==> config.mk <==
export PLATFORM = sky130hd
export DESIGN_NAME = binary_input_perceptron_trainer_flat
export DESIGN_NICKNAME = d
export VERILOG_FILES = /design/src/hw/rtl/bipt_pkg.sv /design/src/hw/rtl/bipt_if.sv /design/src/hw/rtl/bipt_weight_ram.sv /design/src/hw/rtl/bipt_ctrl.sv /design/src/hw/rtl/binary_input_perceptron_trainer.sv /design/src/flat_wrapper.sv
export SDC_FILE = /design/constraint.sdc
export NUM_CORES = 1
export LEC_CHECK = 0
export BUFFER_PORTS_ARGS = -buffer_cell sky130_fd_sc_hd__buf_2
export CORE_ASPECT_RATIO = 0.5
export CORE_MARGIN = 5
export CORE_UTILIZATION = 45
export DETAILED_ROUTE_END_ITERATION = 8
export MAX_ROUTING_LAYER = met4
export PLACE_DENSITY_LB_ADDON = 0.12
export RECOVER_POWER = 50
export SYNTH_ARGS = -nofsm -noshare
export SYNTH_HDL_FRONTEND = slang
export SYNTH_HIERARCHICAL = 1
export SYNTH_SLANG_ARGS = --single-unit
==> constraint.sdc <==
create_clock -name clk -period 4.5 [get_ports clk]
set_clock_uncertainty 0.1 [all_clocks]
set_input_delay 0.45 -clock clk [delete_from_list [all_inputs] [get_ports clk]]
set_output_delay 0.45 -clock clk [all_outputs]
set_load 0.01 [all_outputs]
==> src/hw/rtl/bipt_pkg.sv <==
// ----------------------------------------------------------------------------
// bipt_pkg: shared types, constants and helpers
// Sizes, weight-memory request type and saturation helpers of the trainer.
// ----------------------------------------------------------------------------
package bipt_pkg;

    localparam int N_INPUTS    = 30;
    localparam int WEIGHT_BITS = 16;
    localparam int SUM_BITS    = 21;
    localparam int N_WEIGHTS   = N_INPUTS + 1;
    localparam int ADDR_W      = $clog2(N_WEIGHTS);
    localparam int ACC_BITS    = WEIGHT_BITS + $clog2(N_WEIGHTS);
    localparam int CLIP_BITS   = ACC_BITS + SUM_BITS;

    typedef logic [ADDR_W-1:0]             addr_t;
    typedef logic signed [WEIGHT_BITS-1:0] weight_t;
    typedef logic signed [ACC_BITS-1:0]    acc_t;
    typedef logic signed [SUM_BITS-1:0]    sum_t;

    // One cycle's worth of weight-memory traffic
    typedef struct packed {
        logic    re;
        addr_t   raddr;
        logic    we;
        addr_t   waddr;
        weight_t wdata;
    } ram_req_t;

    localparam logic signed [WEIGHT_BITS:0] W_MAX_X =
        (WEIGHT_BITS+1)'((64'd1 << (WEIGHT_BITS - 1)) - 64'd1);
    localparam logic signed [WEIGHT_BITS:0] W_MIN_X = -W_MAX_X - (WEIGHT_BITS+1)'(1);

    localparam logic signed [CLIP_BITS-1:0] S_MAX_X =
        CLIP_BITS'((64'd1 << (SUM_BITS - 1)) - 64'd1);
    localparam logic signed [CLIP_BITS-1:0] S_MIN_X = -S_MAX_X - CLIP_BITS'(1);

    // Step a weight by +1 or -1, holding it at its signed limits
    function automatic weight_t step_weight(input weight_t w, input logic up);
        logic signed [WEIGHT_BITS:0] v;
        v = up ? ((WEIGHT_BITS+1)'(w) + (WEIGHT_BITS+1)'(1))
               : ((WEIGHT_BITS+1)'(w) - (WEIGHT_BITS+1)'(1));
        if (v > W_MAX_X)
        begin
            v = W_MAX_X;
        end
        else if (v < W_MIN_X)
        begin
            v = W_MIN_X;
        end
        return v[WEIGHT_BITS-1:0];
    endfunction

    // Saturate the accumulator into the reported sum range
    function automatic sum_t clip_sum(input acc_t a);
        logic signed [CLIP_BITS-1:0] v;
        v = CLIP_BITS'(a);
        if (v > S_MAX_X)
        begin
            v = S_MAX_X;
        end
        else if (v < S_MIN_X)
        begin
            v = S_MIN_X;
        end
        return v[SUM_BITS-1:0];
    endfunction

endpackage

==> src/hw/rtl/bipt_if.sv <==
// ----------------------------------------------------------------------------
// bipt_if: channel interfaces
// Valid/ready channels for incoming patterns and outgoing classifications.
// ----------------------------------------------------------------------------
interface bipt_in_if;
    import bipt_pkg::*;

    logic                valid;
    logic                ready;
    logic                action;
    logic [N_INPUTS-1:0] pixels;
    logic                target;

    modport source (output valid, action, pixels, target, input ready);
    modport sink   (input valid, action, pixels, target, output ready);
endinterface

interface bipt_out_if;
    import bipt_pkg::*;

    logic       valid;
    logic       ready;
    logic       answer;
    sum_t       weighted_sum;
    logic       corrected;

    modport source (output valid, answer, weighted_sum, corrected, input ready);
    modport sink   (input valid, answer, weighted_sum, corrected, output ready);
endinterface

==> src/hw/rtl/bipt_weight_ram.sv <==
// ----------------------------------------------------------------------------
// bipt_weight_ram: weight store
// One write and one registered read per cycle; entries read zero until
// first written after reset.
// ----------------------------------------------------------------------------
module bipt_weight_ram (
    input  logic               clk,
    input  logic               rst_n,
    input  bipt_pkg::ram_req_t req,
    output bipt_pkg::weight_t  rd_data
);
    import bipt_pkg::*;

    weight_t              mem [N_WEIGHTS];
    logic [N_WEIGHTS-1:0] valid_reg;
    logic [N_WEIGHTS-1:0] valid_next;
    weight_t              rd_data_reg;

    always_comb
    begin
        valid_next = valid_reg;
        if (req.we)
        begin
            valid_next[req.waddr] = 1'b1;
        end
    end

    always_ff @(posedge clk or negedge rst_n)
    begin
        if (!rst_n)
        begin
            valid_reg <= '0;
        end
        else
        begin
            valid_reg <= valid_next;
        end
    end

    always_ff @(posedge clk)
    begin
        if (req.we)
        begin
            mem[req.waddr] <= req.wdata;
        end
        if (req.re)
        begin
            rd_data_reg <= valid_reg[req.raddr] ? mem[req.raddr] : '0;
        end
    end

    assign rd_data = rd_data_reg;

`ifndef SYNTHESIS
    a_waddr_range: assert property (@(posedge clk) disable iff (!rst_n)
        req.we |-> (int'(req.waddr) < N_WEIGHTS))
        else $error("weight write beyond store");
    a_raddr_range: assert property (@(posedge clk) disable iff (!rst_n)
        req.re |-> (int'(req.raddr) < N_WEIGHTS))
        else $error("weight read beyond store");
    a_valid_grows: assert property (@(posedge clk) disable iff (!rst_n)
        req.we |=> valid_reg[$past(req.waddr)])
        else $error("written entry not marked valid");
`endif

endmodule

==> src/hw/rtl/bipt_ctrl.sv <==
// ----------------------------------------------------------------------------
// bipt_ctrl: sum and update sequencer
// Sweeps the weight store once to form the sum, sweeps it again with
// read-modify-write when the learning rule fires, and holds the result.
// ----------------------------------------------------------------------------
module bipt_ctrl (
    input  logic               clk,
    input  logic               rst_n,
    bipt_in_if.sink            sample,
    bipt_out_if.source         result,
    output bipt_pkg::ram_req_t ram_req,
    input  bipt_pkg::weight_t  rd_data
);
    import bipt_pkg::*;

    localparam logic [2:0] S_IDLE   = 3'd0;
    localparam logic [2:0] S_SUM    = 3'd1;
    localparam logic [2:0] S_DRAIN  = 3'd2;
    localparam logic [2:0] S_DECIDE = 3'd3;
    localparam logic [2:0] S_UPD    = 3'd4;
    localparam logic [2:0] S_UDRAIN = 3'd5;
    localparam logic [2:0] S_DONE   = 3'd6;

    localparam addr_t LAST = ADDR_W'(N_WEIGHTS - 1);

    logic [2:0]           state_reg, state_next;
    addr_t                cnt_reg, cnt_next;
    logic                 sum_pend_reg, sum_pend_next;
    logic                 upd_pend_reg, upd_pend_next;
    addr_t                pidx_reg;
    logic                 out_valid_reg, out_valid_next;

    logic [N_WEIGHTS-1:0] sel_reg;
    logic                 act_reg;
    logic                 tgt_reg;
    acc_t                 acc_reg, acc_next;
    logic                 up_reg;
    logic                 ans_reg;
    logic                 corr_reg;
    logic                 out_answer_reg;
    sum_t                 out_sum_reg;
    logic                 out_corr_reg;

    logic accept;
    logic issue;
    logic ans_now;
    logic fire;
    logic load_out;

    assign accept   = sample.valid && sample.ready;
    assign issue    = (state_reg == S_SUM) || (state_reg == S_UPD);
    assign ans_now  = (acc_reg > acc_t'(0));
    assign fire     = act_reg && (ans_now != tgt_reg);
    assign load_out = (state_reg == S_DONE) && (!out_valid_reg || result.ready);

    // Memory traffic: read the entry under the counter, write back the one
    // read in the previous cycle; the two never coincide.
    always_comb
    begin
        ram_req.re    = issue;
        ram_req.raddr = cnt_reg;
        ram_req.we    = upd_pend_reg && sel_reg[pidx_reg];
        ram_req.waddr = pidx_reg;
        ram_req.wdata = step_weight(rd_data, up_reg);
    end

    always_comb
    begin
        acc_next = acc_reg;
        if (accept)
        begin
            acc_next = '0;
        end
        else if (sum_pend_reg && sel_reg[pidx_reg])
        begin
            acc_next = acc_reg + ACC_BITS'(rd_data);
        end
    end

    always_comb
    begin
        state_next     = state_reg;
        cnt_next       = cnt_reg;
        sum_pend_next  = (state_reg == S_SUM);
        upd_pend_next  = (state_reg == S_UPD);
        out_valid_next = out_valid_reg;
        if (result.valid && result.ready)
        begin
            out_valid_next = 1'b0;
        end
        case (state_reg)
            S_IDLE:
            begin
                if (accept)
                begin
                    cnt_next   = '0;
                    state_next = S_SUM;
                end
            end
            S_SUM:
            begin
                cnt_next = cnt_reg + ADDR_W'(1);
                if (cnt_reg == LAST)
                begin
                    state_next = S_DRAIN;
                end
            end
            S_DRAIN:
            begin
                state_next = S_DECIDE;
            end
            S_DECIDE:
            begin
                cnt_next   = '0;
                state_next = fire ? S_UPD : S_DONE;
            end
            S_UPD:
            begin
                cnt_next = cnt_reg + ADDR_W'(1);
                if (cnt_reg == LAST)
                begin
                    state_next = S_UDRAIN;
                end
            end
            S_UDRAIN:
            begin
                state_next = S_DONE;
            end
            S_DONE:
            begin
                if (load_out)
                begin
                    out_valid_next = 1'b1;
                    state_next     = S_IDLE;
                end
            end
            default:
            begin
                state_next = S_IDLE;
            end
        endcase
    end

    always_ff @(posedge clk or negedge rst_n)
    begin
        if (!rst_n)
        begin
            state_reg     <= S_IDLE;
            cnt_reg       <= '0;
            sum_pend_reg  <= 1'b0;
            upd_pend_reg  <= 1'b0;
            out_valid_reg <= 1'b0;
        end
        else
        begin
            state_reg     <= state_next;
            cnt_reg       <= cnt_next;
            sum_pend_reg  <= sum_pend_next;
            upd_pend_reg  <= upd_pend_next;
            out_valid_reg <= out_valid_next;
        end
    end

    always_ff @(posedge clk)
    begin
        acc_reg <= acc_next;
        if (issue)
        begin
            pidx_reg <= cnt_reg;
        end
        if (accept)
        begin
            sel_reg <= {sample.pixels, 1'b1};
            act_reg <= sample.action;
            tgt_reg <= sample.target;
        end
        if (state_reg == S_DECIDE)
        begin
            ans_reg  <= ans_now;
            corr_reg <= fire;
            up_reg   <= !ans_now;
        end
        if (load_out)
        begin
            out_answer_reg <= ans_reg;
            out_sum_reg    <= clip_sum(acc_reg);
            out_corr_reg   <= corr_reg;
        end
    end

    assign sample.ready        = (state_reg == S_IDLE);
    assign result.valid        = out_valid_reg;
    assign result.answer       = out_answer_reg;
    assign result.weighted_sum = out_sum_reg;
    assign result.corrected    = out_corr_reg;

`ifndef SYNTHESIS
    a_no_same_entry: assert property (@(posedge clk) disable iff (!rst_n)
        (ram_req.we && ram_req.re) |-> (ram_req.waddr != ram_req.raddr))
        else $error("read and write-back hit the same weight");
    a_write_only_upd: assert property (@(posedge clk) disable iff (!rst_n)
        ram_req.we |-> ((state_reg == S_UPD) || (state_reg == S_UDRAIN)))
        else $error("weight written outside update sweep");
    a_upd_needs_train: assert property (@(posedge clk) disable iff (!rst_n)
        (state_reg == S_DECIDE && state_next == S_UPD) |-> act_reg)
        else $error("update sweep started for classify-only item");
    a_result_from_done: assert property (@(posedge clk) disable iff (!rst_n)
        $rose(out_valid_reg) |-> $past(state_reg == S_DONE))
        else $error("result raised outside done state");
`endif

endmodule

==> src/hw/rtl/binary_input_perceptron_trainer.sv <==
// ----------------------------------------------------------------------------
// binary_input_perceptron_trainer: single-neuron perceptron with learning rule
// Classifies 30-pixel binary patterns against stored weights and, in train
// mode, nudges the bias and the set pixels' weights toward the target.
// ----------------------------------------------------------------------------
//
//   channel   role   payload
//   -------   ----   ------------------------------------------------
//   sample    sink   action, pixels[29:0], target
//   result    source answer, weighted_sum[20:0] (signed), corrected
//
// One transaction in gives exactly one transaction out.
// Work: a classify, or a train item that needs no correction, runs one sum
// sweep between acceptance and the result register; a corrected train
// item adds an update sweep. Both sweep the 31-entry weight
// memory: one read per cycle for the sum, then one read-modify-write per
// cycle for the update.
// Reset clears the weight store to zero at once through per-entry valid
// bits; no clearing pass is needed.
// A stalled result stays in the output register; the next sample
// transaction is taken meanwhile and waits at the end of its work.
// ----------------------------------------------------------------------------
module binary_input_perceptron_trainer (
    input  logic       clk,
    input  logic       rst_n,
    bipt_in_if.sink    sample,
    bipt_out_if.source result
);
    import bipt_pkg::*;

    ram_req_t ram_req;
    weight_t  rd_data;

    // Sequencer: sum sweep, decision, optional update sweep, result hold
    bipt_ctrl u_ctrl (
        .clk     (clk),
        .rst_n   (rst_n),
        .sample  (sample),
        .result  (result),
        .ram_req (ram_req),
        .rd_data (rd_data)
    );

    // Weight store: entry 0 is the bias, entry i+1 belongs to pixel i
    bipt_weight_ram u_ram (
        .clk     (clk),
        .rst_n   (rst_n),
        .req     (ram_req),
        .rd_data (rd_data)
    );

endmodule

==> src/flat_wrapper.sv <==
// flat-port wrapper written by rule: the top's interface ports become plain ports
module binary_input_perceptron_trainer_flat import bipt_pkg::*;
  (clk, rst_n, sample_valid, sample_action, sample_pixels, sample_target, sample_ready, result_valid, result_answer, result_weighted_sum, result_corrected, result_ready);
  bipt_in_if sample_i ();
  bipt_out_if result_i ();
  input  logic clk;
  input  logic rst_n;
  input wire logic [$bits(sample_i.valid)-1:0] sample_valid;
  input wire logic [$bits(sample_i.action)-1:0] sample_action;
  input wire logic [$bits(sample_i.pixels)-1:0] sample_pixels;
  input wire logic [$bits(sample_i.target)-1:0] sample_target;
  output wire logic [$bits(sample_i.ready)-1:0] sample_ready;
  output wire logic [$bits(result_i.valid)-1:0] result_valid;
  output wire logic [$bits(result_i.answer)-1:0] result_answer;
  output wire logic [$bits(result_i.weighted_sum)-1:0] result_weighted_sum;
  output wire logic [$bits(result_i.corrected)-1:0] result_corrected;
  input wire logic [$bits(result_i.ready)-1:0] result_ready;
  assign sample_i.valid = sample_valid;
  assign sample_i.action = sample_action;
  assign sample_i.pixels = sample_pixels;
  assign sample_i.target = sample_target;
  assign sample_ready = sample_i.ready;
  assign result_valid = result_i.valid;
  assign result_answer = result_i.answer;
  assign result_weighted_sum = result_i.weighted_sum;
  assign result_corrected = result_i.corrected;
  assign result_i.ready = result_ready;
  binary_input_perceptron_trainer u_core (.clk(clk), .rst_n(rst_n), .sample(sample_i), .result(result_i));
endmodule
After elaboration in Yosys (flattened, before gate mapping)
Memory sizes are Yosys's and may differ from the RTL's. A register that Yosys moved wholly into a read port is not among the register bits.
Index checks and enable logic that the tools add are counted.
{"block": "word_totals", "regBits": 126, "mem_bits_rw": 496, "inputBits": 36, "output_inout_bits": 25, "wordCells": 83, "memories": 1}
{"name": "u_core.u_ram.mem", "depth": 31, "word_bits": 16, "read_ports": 1, "rd_ports_with_merged_regs": 1, "wr": 1, "line": "bipt_weight_ram.sv:14", "text": "weight_t mem [N_WEIGHTS];"}
{"block": "classes", "addsub": 4, "n_lt_le_gt_ge": 8, "n_eq_ne": 12, "mux": 23, "bitwise": 1, "n_reduce_logical": 17}
{"cell": "$mux W16", "n": 2}
{"cell": "$or A31 B31 Y31", "n": 1}
{"cell": "$add A21 B16 Y21", "n": 1}
{"cell": "$gt A21 B1 Y1 const B", "n": 1}
{"cell": "$gt A21 B21 Y1 const B", "n": 1}
{"cell": "$lt A21 B21 Y1 const B", "n": 1}
{"cell": "$mux W21", "n": 1}
{"cell": "$pmux W3 S7", "n": 1}
{"cell": "$add A16 B2 Y17 const B", "n": 1}
{"cell": "$gt A17 B16 Y1 const B", "n": 1}
{"cell": "$lt A17 B16 Y1 const B", "n": 1}
{"cell": "$mux W17", "n": 1}
{"cell": "$sub A16 B2 Y17 const B", "n": 1}
{"cell": "$pmux W5 S3", "n": 1}
{"cell": "$lt A5 B6 Y1 const B", "n": 2}
{"cell": "$mux W3", "n": 4}
{"cell": "$bmux W1 S5", "n": 2}
{"cell": "$eq A3 B3 Y1 const B", "n": 3}
{"cell": "$mux W1", "n": 8}
{"cell": "$logic_and A1 B1 Y1", "n": 7}
{"cell": "$eq A3 B2 Y1 const B", "n": 2}
{"cell": "$ne A2 B1 Y1 const B", "n": 3}
{"cell": "$add A5 B1 Y5 const B", "n": 1}
{"cell": "$demux W1 S5", "n": 1}
{"cell": "other kinds (14)", "n": 17}

Longest topological paths before layout
Gate-level depths: netlist of run 1.
{"block": "depth", "depth_word": 5, "mapped_depth": 11, "ltp_nobuf": 11}

Hierarchy
The synthesis of run 1 kept the hierarchy.
{"mod": "bipt_weight_ram", "n_inst": 1, "cells_per_inst": 1100, "area_per_inst_um2": 21350.5, "seq_area_each_um2": 16150.5}
{"mod": "bipt_ctrl", "n_inst": 1, "cells_per_inst": 523, "area_per_inst_um2": 5562.8, "seq_area_each_um2": 2587.5}

Worst setup path after synthesis of run 1
OpenSTA, ideal clock, no wires.
{"block": "synth_path", "kind": "register to register", "startpoint": "register u_core.u_ctrl.up_reg", "endpoint": "memory u_core/u_ram/mem[0][10] (netlist bit), data pin", "setup_time_ns": 0.457, "arrival_time_ns": 3.875, "t_required_ns": 3.943, "setup_slack_ns": 0.069, "stages_incl_launch_ff": 11, "n_path_buf": 1, "period_less_slack_ns": 4.431, "cell_sequence": "edfxtp_1 > inv_1 > ha_1 > a211o_1 > a211o_1 > a41oi_1 > a21oi_1 > xor2_1 > or2_0 > buf_2 > a21boi_0"}
{"element": "start: declaration", "line": "bipt_ctrl.sv:37", "text": "logic up_reg;"}
{"element": "start signal: assignment", "line": "bipt_ctrl.sv:181", "text": "up_reg <= !ans_now;"}
{"element": "end: declaration", "line": "bipt_weight_ram.sv:14"}

Worst setup path after layout of run 1
{"block": "layout_path", "startpoint": "register u_core.u_ctrl.cnt_reg[0]", "endpoint": "register u_core.u_ram.rd_data_reg[3], in the netlist u_core/u_ram/rd_data[3] (read register of u_core.u_ram.mem), data pin"}
{"block": "layout_between", "elab_chain_len": 3}
{"element": "start: declaration", "line": "bipt_ctrl.sv:27", "text": "addr_t cnt_reg, cnt_next;"}
{"element": "start signal: assignment", "line": "bipt_ctrl.sv:157", "text": "cnt_reg <= cnt_next;"}
{"element": "$bmux W1 S5", "line": "bipt_weight_ram.sv:48", "text": "rd_data_reg <= valid_reg[req.raddr] ? mem[req.raddr] : '0;"}
{"element": "$mux W1 (implied by the code)", "line": "bipt_weight_ram.sv:48"}
{"element": "$logic_not A1 Y1 (no source line)"}
{"element": "end: declaration", "line": "bipt_weight_ram.sv:17", "text": "weight_t rd_data_reg;"}
Several ways; a longest one is shown, not always the timed one. The select of a mux whose other input is x is not followed.
A chain may end at the register's enable or synchronous reset.

==> results.txt, run 1 <==
----------------------------------------------------
[Route]
  # DRC ... 0
  Detail-routed net length per standard cell ... 27.0 um
  First-pass DRT Iterations ... 5
  Initial drt markers ... roughly 1600
  Via count ... 15100
  Number of antenna-violating nets in the routed design ... 0
  Total Routed Length ... between 70000 and 80000 um
  Number of vias per cell after detailed routing ... a little under 6

[Global route]
  Wire length of the first global-routing pass ... 102000 um
  GRT Util Overall ... 22.4%
  Number of global-route vias before repair ... between 15000 and 20000
  Residual overflow from global routing ... 0
  Pin count of the biggest net entering global routing ... 54
  Antenna violations before repair ... 2

[Worst setup path]
  Critical Path End ... u_core/u_ram/rd_data[3]
  Start-to-end type of the worst setup path ... reg2reg
  Worst setup startpoint ... u_core/u_ctrl/cnt_reg[0]
  Startpoint of the worst-slack reg-to-reg timing path ... u_core/u_ctrl/cnt_reg[0]
  Endpoint required time on the critical path ... roughly 4800 ps
  Reg-to-reg slack, setup ... about 230 ps
  Data arrival, critical path ... approximately 4500 ps
  Critical R2R Capture ... u_core/u_ram/rd_data[3]
  Worst r2r path cells ... 6
  Max Fanout on Critical Path ... 26
  Type of element launching the critical path ... register
  Category of the worst setup path capture point ... register

[Synthesis]
  Flip-flop cell with the highest count after synthesis ... sky130_fd_sc_hd__edfxtp_1
  Share of synthesized area occupied by flip-flops and latches ... slightly below 70%
  Avg Cell Area, Syn ... about 17 sq um
  Mapped Cells ... ~1600
  Mapped Area ... approximately 27000 sq um
  Share of synthesized registers carrying an async set or reset ... 6.58%
  Count of cell types in the netlist ... between 80 and 90
  Synthesis Warnings ... 6
  Count of flip-flops with a built-in enable after synthesis ... about 580
  Syn Nets ... about 1700
  FF+latch count, synth ... roughly 640

[Placed design]
  Quantity of I/O buffers inserted on ports ... 60
  Cell count after placement ... 2480
  Worst-case setup slack after placement ... roughly 360 ps
  Final weighted congestion in routability-driven placement ... 0.836
  Post-Place Cell Area ... roughly 28000 sq um
  Placed wire-length estimate ... ~42000 um

[STA]
  Unrepaired setup endpoints after global routing ... false
  Final number of hold-violating endpoints ... 0
  Final count of pins violating max slew ... 69
  Portion of the clock cycle consumed by the worst path in the final layout ... between 90% and 100%
  Min setup slack post-route ... 229 ps
  Final critical path time including I/O delays and setup ... around 4300 ps
  Maximum clock frequency ... about 230 MHz
  Worst slack on hold paths ... 78.1 ps
  Number of setup violations in the final report ... 0
  Worst-Margin Slew ... about 2600 ps
  Headroom to the max-slew limit ... -73.1%
  Aggregate negative setup slack ... 0 ps

[Clocking]
  Setup repair bufs after CTS ... 0
  Max H-tree Level ... 2
  Number of buffers added by the clock tree synthesis step ... 56
  Buffer cell driving the clock tree root ... sky130_fd_sc_hd__clkbuf_16
  Clock input transition at the sequential cells of the worst setup and hold paths ... approximately 70 ps
  CTS tree ... yes
  Maximum number of buffers from clock root to sink ... 3
  # clock sinks ... between 600 and 700
  Later-pin clock latency in the skew report ... a little over 600 ps

[Min path]
  Instance count along the most critical hold path ... 3
  Type of the most critical hold path ... in2reg

[Die]
  Effective utilization at floorplan ... 45.5%
  Core region area ... between 50000 and 60000 sq um
  # IOs ... just over 60
  Die Footprint ... between 60000 and 70000 sq um
  Width of the chip ... approximately 360 um
  Rows ... 63
  Die outline height ... 183 um

[Final layout]
  Non-Filler Instances ... 2623
  Net count reported at finish ... about 1800
  Area added between synthesis and finish ... 12.3%
  Core Util, Final ... 51.0%
  Share of layout cells above drive strength 1 ... between 10% and 20%
  Layout Cell Area excl Fill ... just over 30000 sq um
  Flip-flop count of the largest register, all copies and words added ... 496

[Pwr]
  Maximum VDD drop ... about 0.00055 V
  Share of power burned in registers ... 43.4%
  Comb pwr share ... between 30% and 40%
  Switching power of the nets ... 8.50 mW
  Clk pwr share ... 20.2%
  Static leakage ... 10.3 nW
  Total power ... approximately 24 mW
  Net switching fraction of the power ... approximately 36%
  Internal power consumption ... 15.0 mW
  Power per Cell Area ... 779 nW/um^2

[Job]
  Max Cap Viol ... 2

[Outcome]
  Result of the run ... complete, but fails checks
  Violated checks ... max-capacitance violations, max-slew violations

----------------------------------------------------
-- worst min-delay path by stage --
stage                                 from                              to  slack (ps)
finish                        sample_valid      u_core/u_ctrl/state_reg[0]          80
global route                  sample_valid      u_core/u_ctrl/state_reg[0]          80
CTS                           sample_valid      u_core/u_ctrl/state_reg[0]          40
detailed placement  u_core/u_ctrl/corr_reg  u_core/u_ctrl/result.corrected         320
global placement     u_core/u_ctrl/ans_reg     u_core/u_ctrl/result.answer         310
floorplan                            rst_n        u_core/u_ctrl/cnt_reg[0]          50
-- cell usage after synthesis (26+ instances only) --
cell,count,area [sq um]
sky130_fd_sc_hd__ha_1,38,475
sky130_fd_sc_hd__o21ai_0,31,155
sky130_fd_sc_hd__or2_2,33,206
sky130_fd_sc_hd__nand2_1,69,259
sky130_fd_sc_hd__nor2_1,77,289
sky130_fd_sc_hd__edfxtp_1,575,17300
sky130_fd_sc_hd__mux4_2,65,1460
sky130_fd_sc_hd__mux2i_1,149,1490
sky130_fd_sc_hd__a21o_1,26,195
sky130_fd_sc_hd__a21oi_1,50,250
sky130_fd_sc_hd__dfrtp_1,42,1050
sky130_fd_sc_hd__clkbuf_1,27,101
-- layout make-up --
| cell class | count | area, sq um |
|---|---|---|
| inverter | 21 | 78.8 |
| sequential | 638 | 18700 |
| timing repair buffer | 173 | 1150 |
| clock inverter | 32 | 273 |
| tap | 812 | 1020 |
| antenna | 3 | 7.51 |
| fill | 4855 | 29000 |
| multi-input combinational | 870 | 7390 |
| clock buffer | 74 | 1560 |
-- worst max-delay path: stages, from the launching register on --
cell and delay [ps]:
sky130_fd_sc_hd__dfrtp_1 1420, sky130_fd_sc_hd__clkbuf_2 530, sky130_fd_sc_hd__mux4_2 290, sky130_fd_sc_hd__mux2i_1 70
sky130_fd_sc_hd__a32oi_1 540, sky130_fd_sc_hd__and3_4 500, sky130_fd_sc_hd__and3_1 510
-- cell families after synthesis --
family	count (synthesis)	synth area share (%)
AO/OA/AOI/OAI	274	7.31
XOR/XNOR	28	0.911
adder cells (fa/ha/maj)	45	2.10
buffers and inverters	115	2.95
flip-flops	638	69.6
multiplexers	220	11.4
AND/OR/NAND/NOR	303	5.71
-- layout by cell type, fill, tap and decap left out, types with 15 or more instances in the layout --
master                          count
sky130_fd_sc_hd__buf_4             32
sky130_fd_sc_hd__o21ai_0           31
sky130_fd_sc_hd__buf_2             34
sky130_fd_sc_hd__and3_1            16
sky130_fd_sc_hd__clkbuf_1          49
sky130_fd_sc_hd__edfxtp_1         575
sky130_fd_sc_hd__mux2i_1          149
sky130_fd_sc_hd__a21o_1            26
sky130_fd_sc_hd__dfxtp_1           21
sky130_fd_sc_hd__inv_1             19
sky130_fd_sc_hd__clkbuf_16         59
sky130_fd_sc_hd__clkinv_2          16
sky130_fd_sc_hd__nor2_1            77
sky130_fd_sc_hd__or2_2             33
sky130_fd_sc_hd__nand3_1           19
sky130_fd_sc_hd__a21oi_1           50
sky130_fd_sc_hd__clkbuf_2          30
sky130_fd_sc_hd__dlygate4sd3_1     34
sky130_fd_sc_hd__a22oi_1           17
sky130_fd_sc_hd__nor3_1            16
sky130_fd_sc_hd__nand2_1           69
sky130_fd_sc_hd__dfrtp_1           41
sky130_fd_sc_hd__ha_1              38
sky130_fd_sc_hd__xnor2_1           19
sky130_fd_sc_hd__nor2b_1           15
sky130_fd_sc_hd__mux4_2            65
sky130_fd_sc_hd__o211ai_1          21
-- per-layer routing --
metal	wire, um	vias to the layer above	GRT usage [%]
met5	0	-	-
met4	1220	0	4.28
met3	6880	104	6.56
met2	31700	544	33.8
met1	30900	7772	30.7
li1	-	6699	-
-- power by group through the flow --
stage | registers [mW] | logic [mW] | clock network [mW]
floorplan | 9.99 | 5.72 | 0
global placement | 10.3 | 8.26 | 0
detailed placement | 10.4 | 8.52 | 0
CTS | 10.2 | 8.58 | 4.89
global route | 10.3 | 9.32 | 5.14
finish | 10.2 | 8.56 | 4.77
-- timing repair --
action / 4_1_cts / 5_1_grt
hold endpoints to repair: 75 / 0
hold buffers: 34 / 0
resized for setup: 0 / 0
Note: power is estimated with default switching activity, not from simulation.
==> inputs of run 2 (changes only) <==
Settings changed: CORE_ASPECT_RATIO 0.5 to default, CTS_BUF_LIST from default to sky130_fd_sc_hd__clkbuf_4 sky130_fd_sc_hd__clkbuf_8 sky130_fd_sc_hd__clkbuf_16.
==> run 2 against run 1 <==
  * Global-route usage fell by 1.5 points
  * The run still ends with max-capacitance violations, max-slew violations left
  * First-iteration DRC count fell by 25%
  * Largest power group unchanged
  * Worst hold slack improved by 22 ps
  * Final cell count fell by 0.76%
  * Total power rose by 1.0%
  * Critical path type unchanged
  * Register-to-register slack improved by 120 ps
  * Non-clock buffer count rose by 3
  * Die area fell by 0.46%
==> results.txt, run 2 (synthesis results as in run 1) <==
----------------------------------------------------
[Outcome]
  Result of the run ... complete, but fails checks
  Violated checks ... max-capacitance violations, max-slew violations

[Worst setup path]
  Critical path's slowest cell ... sky130_fd_sc_hd__clkbuf_1
  Category of the worst setup path capture point ... register
  Critical Path Most Common Cell ... sky130_fd_sc_hd__and3_1
  Data arrival, critical path ... 4350 ps (-170 ps)
  Largest incremental delay on the critical path ... 1490 ps (+70 ps)
  Start-to-end type of the worst setup path ... reg2reg
  Cell-by-cell trace of the critical path ... clkbuf_1, o311ai_0, and3_1, and3_1
  Max Fanout on Critical Path ... 31 (+19%)
  Endpoint required time on the critical path ... 4710 ps (-40 ps)
  Type of element launching the critical path ... register

[Global route]
  Pin count of the biggest net entering global routing ... 47 (-13%)
  Residual overflow from global routing ... 0 (unchanged)
  Number of global-route vias before repair ... 15000 (-0.047%)
  GRT Util Overall ... 20.9% (-1.5 points)
  Antenna violations before repair ... 0 (-2)
  Wire length of the first global-routing pass ... 97500 um (-4.5%)

[Clocking]
  Later-pin clock latency in the skew report ... 600 ps (-20 ps)
  Max H-tree Level ... 3 (+1)
  Clock input transition at the sequential cells of the worst setup and hold paths ... 60 ps (about the same)
  Number of cells upsized or downsized after cts ... 0 (unchanged)
  Maximum number of buffers from clock root to sink ... 3 (unchanged)
  Buffer cell driving the clock tree root ... sky130_fd_sc_hd__clkbuf_16
  # clock sinks ... 638 (unchanged)
  Number of buffers added by the clock tree synthesis step ... 69 (+23%)
  Number of hold buffers added after CTS ... 34 (unchanged)
  CTS tree ... yes
  Setup repair bufs after CTS ... 0 (unchanged)

[Final layout]
  Most common library cell in the layout ignoring fill and taps ... sky130_fd_sc_hd__edfxtp_1
  Diode insertion count for antenna repair ... 0 (-3)
  Layout Cell Area excl Fill ... 30400 sq um (+0.75%)
  Net count reported at finish ... 1852 (+0.87%)
  Share of layout cells above drive strength 1 ... 17.7% (+0.78 points)
  Most frequent cells in the layout ... sky130_fd_sc_hd__edfxtp_1, sky130_fd_sc_hd__mux2i_1, sky130_fd_sc_hd__nor2_1, sky130_fd_sc_hd__clkbuf_16, sky130_fd_sc_hd__nand2_1
  Area added between synthesis and finish ... 13.1%
  Fill cell instance count of the final layout ... 4887 (+0.66%)
  Flip-flop count of the largest register, all copies and words added ... 496 (unchanged)

[Pwr]
  Internal power consumption ... 15.4 mW (+2.5%)
  Switching power of the nets ... 8.37 mW (-1.6%)
  Maximum VDD drop ... 0.000580 V (+5.9%)
  Share of power burned in registers ... 42.8% (-0.6 points)
  Static leakage ... 10.4 nW (+1.5%)
  Net switching fraction of the power ... 35.2% (-0.92 points)
  Clk pwr share ... 22.3% (+2.1 points)
  Comb pwr share ... 35.0% (-1.3 points)
  Power per Cell Area ... 781 nW/um^2 (+0.26%)

[STA]
  Final critical path time including I/O delays and setup ... 4150 ps (-124 ps)
  Final count of pins violating max slew ... 75 (+8.7%)
  Unrepaired setup endpoints after global routing ... false
  Aggregate negative setup slack ... 0 ps (unchanged)
  Maximum clock frequency ... 241 MHz (+3.0%)
  Headroom to the max-slew limit ... -91.2% (-18 points)
  Number of setup violations in the final report ... 0 (unchanged)
  Portion of the clock cycle consumed by the worst path in the final layout ... 92.1% (-2.8 points)
  Final number of hold-violating endpoints ... 0 (unchanged)
  Worst-Margin Slew ... 2870 ps (+272 ps)

[Die]
  Die Footprint ... 64800 sq um (-0.46%)
  Width of the chip ... 255 um (-28%)
  # IOs ... 61 (unchanged)
  Core region area ... 59100 sq um (-0.11%)
  Rows ... 89 (+41%)
  Effective utilization at floorplan ... 45.5% (+0.052 points)
  Die outline height ... 255 um (+39%)

[Route]
  Number of vias per cell after detailed routing ... 5.79 (+0.37%)
  # DRC ... 0 (unchanged)
  First-pass DRT Iterations ... 5 (unchanged)
  Initial drt markers ... 1221 (-25%)
  Total Routed Length ... 66000 um (-6.7%)
  Detail-routed net length per standard cell ... 25.3 um (-6.0%)
  Via count ... 15100 (-0.40%)
  Number of antenna-violating nets in the routed design ... 0 (unchanged)

[Job]
  Max Cap Viol ... 2 (unchanged)

[Placed design]
  Final weighted congestion in routability-driven placement ... 0.839 (+0.45%)
  Post-Place Cell Area ... 28200 sq um (-0.25%)
  Placed wire-length estimate ... 40400 um (-4.2%)
  Quantity of I/O buffers inserted on ports ... 60 (unchanged)

[Min path]
  Type of the most critical hold path ... in2reg

----------------------------------------------------
==> run 2: cell types whose count changed in the layout (fill, tap and decap cells not counted), moves of 4 or more <==
cell | previous run | this run
sky130_fd_sc_hd__nor2_1 | 77 | 72
sky130_fd_sc_hd__clkbuf_16 | 59 | 70
sky130_fd_sc_hd__inv_6 | 0 | 4
sky130_fd_sc_hd__clkinv_2 | 16 | 12
sky130_fd_sc_hd__clkbuf_2 | 30 | 20
sky130_fd_sc_hd__clkinv_1 | 9 | 19
sky130_fd_sc_hd__buf_4 | 32 | 43
sky130_fd_sc_hd__clkbuf_4 | 0 | 15
sky130_fd_sc_hd__nor2_2 | 0 | 5
==> run 2: per-stage QoR <==
stage               hold slack [ps]  total power, mW  worst slack, ps  instances  utilization [%]
global placement                306             18.5              522       2444             47.6
CTS                            69.4             24.1              461       2603             51.8
floorplan                      54.4             15.7             68.6       1623                -
global route                   86.1             25.0              107       2603             51.5
detailed placement              305             18.8              512       2444             47.6
finish                          100             23.8              353       2603             51.5
==> run 2: power groups by stage <==
stage	Combinational [mW]	Sequential [mW]	Clock [mW]
floorplan	5.72	9.99	0
detailed placement	8.45	10.3	0
global placement	8.25	10.3	0
finish	8.31	10.2	5.30
CTS	8.51	10.2	5.43
global route	9.08	10.3	5.68
==> run 2: path summary, 6_finish.rpt <==
kind	start	end	slack [ps]	cells past startpoint
setup / recovery	u_core/u_ctrl/cnt_reg[4]	u_core/u_ram/rd_data[1]	350	4
hold / removal	sample_valid	u_core/u_ctrl/state_reg[0]	100	3
setup reg to reg	u_core/u_ctrl/cnt_reg[4]	u_core/u_ram/rd_data[1]	350	4
hold reg to reg	u_core/u_ctrl/ans_reg	u_core/u_ctrl/result.answer	320	0
max in group asynchronous	rst_n	u_core/u_ctrl/cnt_reg[1]	1000	3
min in group asynchronous	rst_n	u_core/u_ctrl/result.valid	1300	3
==> run 2: layout make-up <==
type                    count  area [sq um]  share of cell area [%]
inverters                  21          78.8                   0.259
well taps                 773           967                    3.18
multi-input cells         870          7400                    24.3
repair buffers            176          1130                    3.71
clock inverters            36           213                   0.699
flip-flops and latches    638         18700                    61.6
clock buffers              89          1920                    6.30
==> run 2: critical path, delay by kind of cell, from the launching register on <==
kind / cells / cell delay, ps
AOI/OAI and AO/OA: 1 / 610
buffers and inverters: 1 / 1490
DFF: 1 / 580
and+or+nand+nor: 2 / 1030
==> run 2: per-layer routing <==
layer / vias to the layer above / GRT usage [%] / part of all wire, %
met5: - / - / 0
met4: 0 / 5.69 / 2.5
met3: 96 / 3.51 / 5.6
met2: 422 / 32.4 / 47
met1: 7808 / 29.1 / 45
li1: 6733 / - / -
